`src/rtl/core/kmer_union_merge_filter_core_defines.svh`:
```
// ---------------------------------------------------------------------------
// kmer_union_merge_filter_core_defines.svh
// Assertion macros shared by the merge filter core.
// ---------------------------------------------------------------------------
`ifndef KMER_UNION_MERGE_FILTER_CORE_DEFINES_SVH
`define KMER_UNION_MERGE_FILTER_CORE_DEFINES_SVH

// Same-cycle implication, checked out of reset
`define KUMF_ASSERT_NOW(lbl, clk_s, rst_n_s, ante, cons, msg) \
	lbl: assert property (@(posedge clk_s) disable iff (!rst_n_s) (ante) |-> (cons)) \
		else $error(msg);

// Next-cycle implication, checked out of reset
`define KUMF_ASSERT_NEXT(lbl, clk_s, rst_n_s, ante, cons, msg) \
	lbl: assert property (@(posedge clk_s) disable iff (!rst_n_s) (ante) |=> (cons)) \
		else $error(msg);

`endif

```
`src/rtl/core/kumf_ram.sv`:
```
`timescale 1ns / 1ps
// ---------------------------------------------------------------------------
// kumf_ram
// Generic one-write one-read RAM with registered read data.
// ---------------------------------------------------------------------------
module kumf_ram #(
	parameter int WIDTH = 32,
	parameter int DEPTH = 16
) (
	input  logic                     clk,
	input  logic                     we,
	input  logic [$clog2(DEPTH)-1:0] waddr,
	input  logic [WIDTH-1:0]         wdata,
	input  logic                     re,
	input  logic [$clog2(DEPTH)-1:0] raddr,
	output logic [WIDTH-1:0]         rdata
);

	logic [WIDTH-1:0] mem [DEPTH];

	// write port
	always_ff @(posedge clk) begin
		if (we) begin
			mem[waddr] <= wdata;
		end
	end

	// registered read, held while not enabled
	always_ff @(posedge clk) begin
		if (re) begin
			rdata <= mem[raddr];
		end
	end

endmodule

```
`config.mk`:
```
export PLATFORM = sky130hd
export DESIGN_NAME = kumf_ram
export DESIGN_NICKNAME = d
export VERILOG_FILES = /design/src/rtl/core/kmer_union_merge_filter_core_defines.svh /design/src/rtl/core/kumf_ram.sv
export SDC_FILE = /design/constraint.sdc
export NUM_CORES = 1
export LEC_CHECK = 0
export BUFFER_PORTS_ARGS = -buffer_cell sky130_fd_sc_hd__buf_2
export CAP_MARGIN = 20
export CORE_MARGIN = 4
export CORE_UTILIZATION = 45
export CTS_BUF_LIST = sky130_fd_sc_hd__clkbuf_16
export CTS_CLUSTER_DIAMETER = 40
export DETAILED_ROUTE_END_ITERATION = 10
export GPL_TIMING_DRIVEN = 0
export PLACE_DENSITY = 0.65
export SYNTH_ARGS = -nofsm -noshare
export SYNTH_HDL_FRONTEND = slang
export SYNTH_SLANG_ARGS = --single-unit
```
`constraint.sdc`:
```
create_clock -name clk -period 7.6 [get_ports clk]
set_clock_uncertainty 0.1 [all_clocks]
set_input_delay 0 -clock clk [delete_from_list [all_inputs] [get_ports clk]]
set_output_delay 0 -clock clk [all_outputs]
set_load 0.01 [all_outputs]
```
# Word-level counts from Yosys, hierarchy flattened
# Memories as Yosys holds them, arrays and structs flattened. A register that Yosys moved wholly into a read port is not among the register bits.
# Index checks and enable logic that the tools add are counted.
[totals]
reg_bits = 0
ramBits = 512
out_inout_bits = 32
elab_cells = 3
n_memories = 1
[classes]
muxes = 2
[mem_list]
columns = ["name", "words", "word_bits", "read_ports", "rd_ports_with_merged_regs", "wr", "line", "text"]
rows = [
  ["mem", 16, 32, 1, 1, 1, "kumf_ram.sv:19", "logic [WIDTH-1:0] mem [DEPTH];"],
]
[op_table]
columns = ["op", "count"]
rows = [
  ["1-bit 2-to-1 mux", 2],
]

# Depth between registers and ports, before layout
# Gate-level depths: netlist of run 1.
[logic_depth]
word_depth = 2
mapped_depth = 5
ltp_nobuf = 3

# Worst setup path after synthesis of run 1
# No wires, ideal clock.
[synth_path]
path_kind = "input to register"
start = "input port waddr[2]"
end = "memory mem[0][0], enable pin"
arrival_time_ns = 2.718
slack_ns = 4.320
path_stages = 2
path_buffers = 0
cell_sequence = "or3b_2 > nor3_1"
[synth_rtl]
columns = ["element", "line", "text"]
rows = [
  ["start, declared", "kumf_ram.sv:12", "input logic [$clog2(DEPTH)-1:0] waddr,"],
  ["end, declared", "kumf_ram.sv:19", ""],
]
# Straight into the memory's write port.

# Worst setup path after layout of run 1
[layout_path]
start = "input port waddr[1]"
end = "memory mem[4][7], enable pin"
# Straight into the memory's write port.

==> out/metrics.csv, run 1 <==
metric;value;unit
status;finished clean;
synth_fa_ha_area_frac;0;
start_util;0.4562;
layout_commonest_cell;edfxtp_1;
period_minus_slack;1.870;ns
worstSetupEndpointType;register;
core.rowCount;77;
relSlewSlack;0.3612;
syn_avg_cell_area;24.07;µm²
syn_nets;881;
grt_antenna_before_repair;1;
io_buffer_count;72;
dieHeight;219.7;µm
fp.dieW;219.7;µm
drc;0;
r2r_cells;3;
maxSlewViolCount;0;
instances_no_fill;1693;
hold_viol_final;0;
fp.dieArea;48280;µm²
tns;0;ns
endpoint;mem[4][7]$_DFFE_PP_;
crit_fanout;8;
area_growth;22.49;%
grt_usage;0.1879;
drive_gt1_frac;0.3418;
synthSimpleGateAreaFrac;0.01253;
synth_xor_area_frac;0;
coreArea;44220;µm²
via_count;9539;
ys_seq_elements;544;
wl;44.05;mm
dp.cells;1529;
wl_per_cell;26.02;µm
yosysSeqAreaShare;0.8097;
dp_hpwl;26.40;mm
dr.pass1.iters;5;
critPathLaunch;waddr[1];
numClockSinks;544;
worst_r2r_endpoint;rdata[3]$_DFFE_PP_;
hold_class;in2reg;
max_freq;0.5348;GHz
h-tree-depth;3;
ys_types;17;
ir_worst_vdd;0.1585;mV
cts-root-buf;clkbuf_16;
cts_setup_buffers;0;
worstPathArrival;2.06;ns
synth_top_family_by_area;multiplexers;
rsz0062_at_grt;false;
clk_pin_slew_worst_paths;0.05;ns
mostFrequentLayoutCells;544 x edfxtp_1, 128 x mux4_2, 76 x buf_2;
drtAntennaViolNets;0;
cts_buffers;71;
synthCells;838;
maxCapViolations;0;
worstReg2RegStart;mem[3][3]$_DFFE_PP_;
drt_iter0_markers;1099;
muxShareOfSynthArea;0.1429;
worst_pin_slew;0.9582;ns
grt_max_degree;33;
start_kind;input pin;
powerDensity;291.4;nW/µm²
ys_warn_count;0;
fin_nets;1088;
power_leakage;0.008055;µW
ios;75;
required;7.79;ns
place.gp.congestion;0.7181;
syn_area;20170;µm²
finalCritPeriodShare;0.2460;
ff2ff_setup_slack;5.94;ns
via_per_inst;5.634;
setup_viol;0;
grt_pass1_wl;65.67;mm
grt_pass1_vias;10038;
cts_tree;built;
criticalPathCategory;in2reg;
synth_compound_area_frac;0.02382;
clk_path_buf_depth;3;
clk_latency;0.60;ns
grt-ovfl-total;0;
==> report_power, final <==
group | total, µW | leakage (µW) | switching (µW) | internal (µW)
clock | 3480 | 0.00123 | 1310 | 2170
sequential | 3400 | 0.00494 | 14.9 | 3380
combinational | 326 | 0.00188 | 190 | 136
total | 7200 | 0.00806 | 1510 | 5690
==> layer usage <==
layer / part of all wire / GRT usage / vias to the layer above
met3: 0.077 / 0.03985 / 60
met4: 0.015 / 0.04375 / 0
met5: 0 / 0 / -
met1: 0.43 / 0.2805 / 5046
met2: 0.48 / 0.2895 / 377
li1: - / - / 4056
==> cells in the mapped netlist <==
| cell | count | area [µm²] |
|---|---|---|
| and2_1 | 1 | 6.260 |
| mux4_2 | 128 | 2883 |
| nor3_1 | 4 | 20.02 |
| a22oi_1 | 64 | 480.5 |
| nand2b_1 | 2 | 12.51 |
| buf_2 | 4 | 20.02 |
| buf_4 | 11 | 82.58 |
| nand3b_1 | 2 | 15.01 |
| buf_1 | 9 | 33.78 |
| nand2_1 | 33 | 123.9 |
| nor2b_1 | 2 | 12.51 |
| clkbuf_1 | 17 | 63.81 |
| buf_6 | 2 | 22.52 |
| or3b_2 | 1 | 8.760 |
| edfxtp_1 | 544 | 16340 |
| nand3_1 | 1 | 5.000 |
| nor2_1 | 13 | 48.80 |
==> logic make-up after synthesis <==
group | count (synthesis)
AOI/OAI and AO/OA | 64
DFF | 544
and+or+nand+nor | 59
muxes | 128
buffers and inverters | 43
==> metrics by stage <==
step | power [µW] | util | cell area (µm²) | worst slack (ns) | hold WS, ns
floorplan | 3627 | - | 20170 | 4.320 | -0.001131
global placement | 3755 | 0.4811 | 21280 | 1.784 | 0.2711
detailed placement | 3775 | 0.4942 | 21850 | 5.331 | 0.2802
CTS | 7271 | 0.5588 | 24710 | 5.772 | 0.007904
global route | 7436 | 0.5588 | 24710 | 5.697 | 0.03535
finish | 7200 | 0.5588 | 24710 | 5.730 | 0.02163
==> worst max-delay path, cell delays in order <==
cell and delay, ns:
dlygate4sd3_1 0.54, buf_2 0.18, nor3_2 0.20, dlygate4sd3_1 0.73, buf_6 0.23, buf_6 0.16
==> area by class of cell <==
type                       count  area (µm²)
multi-input combinational    251        3726
antenna                        1       2.502
fill                        3234       19510
sequential                   544       16340
buffer                        43       222.7
clock inverter                56       704.4
clock buffer                  72        1802
timing repair buffer         134        1177
tap                          592       740.7
==> registers in the layout (all words and copies together), names as in the netlist <==
| signal | cells |
|---|---|
| rdata | 32 |
| mem | 512 |
==> worst min-delay path by stage <==
stage / end / depth (start not counted) / startpoint
2_1_floorplan: mem[0][0]$_DFFE_PP_ / 0 / wdata[0]
3_3_place_gp: mem[2][17]$_DFFE_PP_ / 1 / wdata[17]
3_5_place_dp: mem[15][29]$_DFFE_PP_ / 1 / wdata[29]
4_1_cts: mem[0][19]$_DFFE_PP_ / 3 / waddr[3]
5_1_grt: mem[0][19]$_DFFE_PP_ / 3 / waddr[3]
6_report: mem[0][18]$_DFFE_PP_ / 3 / waddr[3]
==> timing repair <==
action                    in CTS  in global routing
resized for setup              0                  0
hold buffers                  35                  0
hold endpoints to repair     580                  0
(Power assumes the default switching activity.)
==> run 2: changes to the inputs <==
- clock period: 7.6 -> 1.86 ns (I/O delays scaled with it)
==> run 2 against run 1 <==
Final cell count down 0.83%. Worst hold slack gained 0.013 ns. Die area unchanged. Critical path type unchanged. Critical endpoint is now mem[0][30]$_DFFE_PP_. Largest cell class unchanged.
==> out/metrics.csv, run 2 (synthesis gave the netlist of run 1 again) <==
metric;value;unit
power_leakage;0.007917;µW
place_ws;-0.3065;ns
clk_latency;0.57;ns
grt-ovfl-total;0;
fin_nets;1081;
worstPathArrival;1.84;ns
place.gp.congestion;0.7064;
instances_no_fill;1679;
tns;0;ns
reg.largest.list;mem: 512 flops, rdata: 32 flops;
largest_reg_flops;512;
ir_worst_vdd;0.6309;mV
cts_buffers;69;
core.rowCount;77;
worst_pin_slew;0.9649;ns
cts-root-buf;clkbuf_16;
via_count;9465;
clk_pin_slew_worst_paths;0.06;ns
rsz0062_at_grt;false;
criticalPathCategory;in2reg;
worstSetupEndpointType;register;
drc;0;
dp_hpwl;26.49;mm
layout_commonest_cell;edfxtp_1;
crit_fanout;15;
status;finished clean;
coreArea;44220;µm²
fp.dieArea;48280;µm²
mostFrequentLayoutCells;544 x edfxtp_1, 128 x mux4_2, 76 x buf_2;
maxSlewViolCount;0;
dp.cells;1522;
grt_pass1_vias;10088;
path_cells;buf_2, dlygate4sd3_1, nor3_4, buf_8;
start_kind;input pin;
dpl_cell_area;21820;µm²
numClockSinks;544;
finalCritPeriodShare;0.9142;
ios;75;
clk_path_buf_depth;3;
power.total;28150;µW
io_buffer_count;72;
area_growth;21.16;%
grt_usage;0.1859;
powerDensity;1152;nW/µm²
critPathMaxStageDelay;0.70;ns
setup_viol;0;
period_minus_slack;1.700;ns
drt_iter0_markers;1121;
hold_viol_final;0;
maxCapViolations;0;
finalWorstSetupSlack;0.1597;ns
regMostFlops;mem;
start_util;0.4562;
nFillCells;3261;
grt_max_degree;33;
dr.pass1.iters;5;
h-tree-depth;3;
required;2.00;ns
final_design_area_no_fill;24440;µm²
wl_per_cell;25.88;µm
relSlewSlack;0.3568;
wl;43.46;mm
grt_pass1_wl;65.19;mm
fp.dieW;219.7;µm
cp_slowest_cell;dlygate4sd3_1;
drtAntennaViolNets;0;
dieHeight;219.7;µm
hold_class;in2reg;
via_per_inst;5.637;
drive_gt1_frac;0.3287;
grt_antenna_before_repair;1;
cts_tree;built;
max_freq;0.5881;GHz
-- run 2: cell types whose count changed in the layout (fill, tap and decap cells not counted), moves of 2 or more --
cell / change
buf_12: +4
buf_16: -2
buf_6: -11
buf_8: +4
bufinv_16: -4
clkinv_1: +6
clkinv_2: +2
clkinv_8: -2
inv_1: -2
inv_6: -4
nor3_2: -4
nor3_4: +4
-- run 2: repair_timing --
| item | in CTS | in global routing |
|---|---|---|
| hold endpoints to repair | 543 | 0 |
| setup endpoints to repair | 0 | 13 |
| hold buffers | 36 | 0 |
| resized for setup | 0 | 0 |
| setup buffers | 0 | 1 |
-- run 2: layout make-up --
class | instances | area (µm²) | area share
sequential | 544 | 16340 | 0.6683
multi-input combinational | 251 | 3751 | 0.1535
clock buffer | 71 | 1777 | 0.07269
timing repair buffer | 129 | 1141 | 0.04668
tap | 592 | 740.7 | 0.03030
clock inverter | 48 | 473.0 | 0.01935
buffer | 43 | 222.7 | 0.009111
antenna | 1 | 2.502 | 0.0001024
-- run 2: critical path, delay by kind of cell --
family,cells,cell delay [ns]
buffers and inverters,3,1.13
and+or+nand+nor,1,0.69
-- run 2: routing by layer --
| metal | up-vias | wire (µm) | track usage |
|---|---|---|---|
| li1 | 4034 | - | - |
| met1 | 5029 | 19050 | 0.2738 |
| met2 | 343 | 20600 | 0.2885 |
| met3 | 59 | 3018 | 0.03751 |
| met4 | 0 | 790 | 0.04961 |
| met5 | - | 0 | 0 |
-- run 2: power by group --
group	internal, µW	switching [µW]	total (µW)
clock	8060	4890	12900
sequential	13800	61.5	13900
combinational	553	776	1330
total	22400	5720	28200
-- run 2: path summary, 6_finish.rpt --
kind                              from  cells past startpoint              endpoint  slack [ns]
setup reg to reg   mem[3][1]$_DFFE_PP_                      3    rdata[1]$_DFFE_PP_        0.24
hold reg to reg   mem[14][7]$_DFFE_PP_                      3    rdata[7]$_DFFE_PP_        0.65
setup / recovery              waddr[1]                      4  mem[0][30]$_DFFE_PP_        0.16
hold / removal                waddr[2]                      3  mem[0][21]$_DFFE_PP_        0.03
-- run 2: metrics by stage --
step           hold WS [ns]    util
3_3_place_gp         0.2677  0.4820
4_1_cts             0.01447  0.5525
3_5_place_dp         0.2867  0.4935
5_1_grt             0.05657  0.5528
6_report            0.03426  0.5528
2_1_floorplan     -0.001131       -
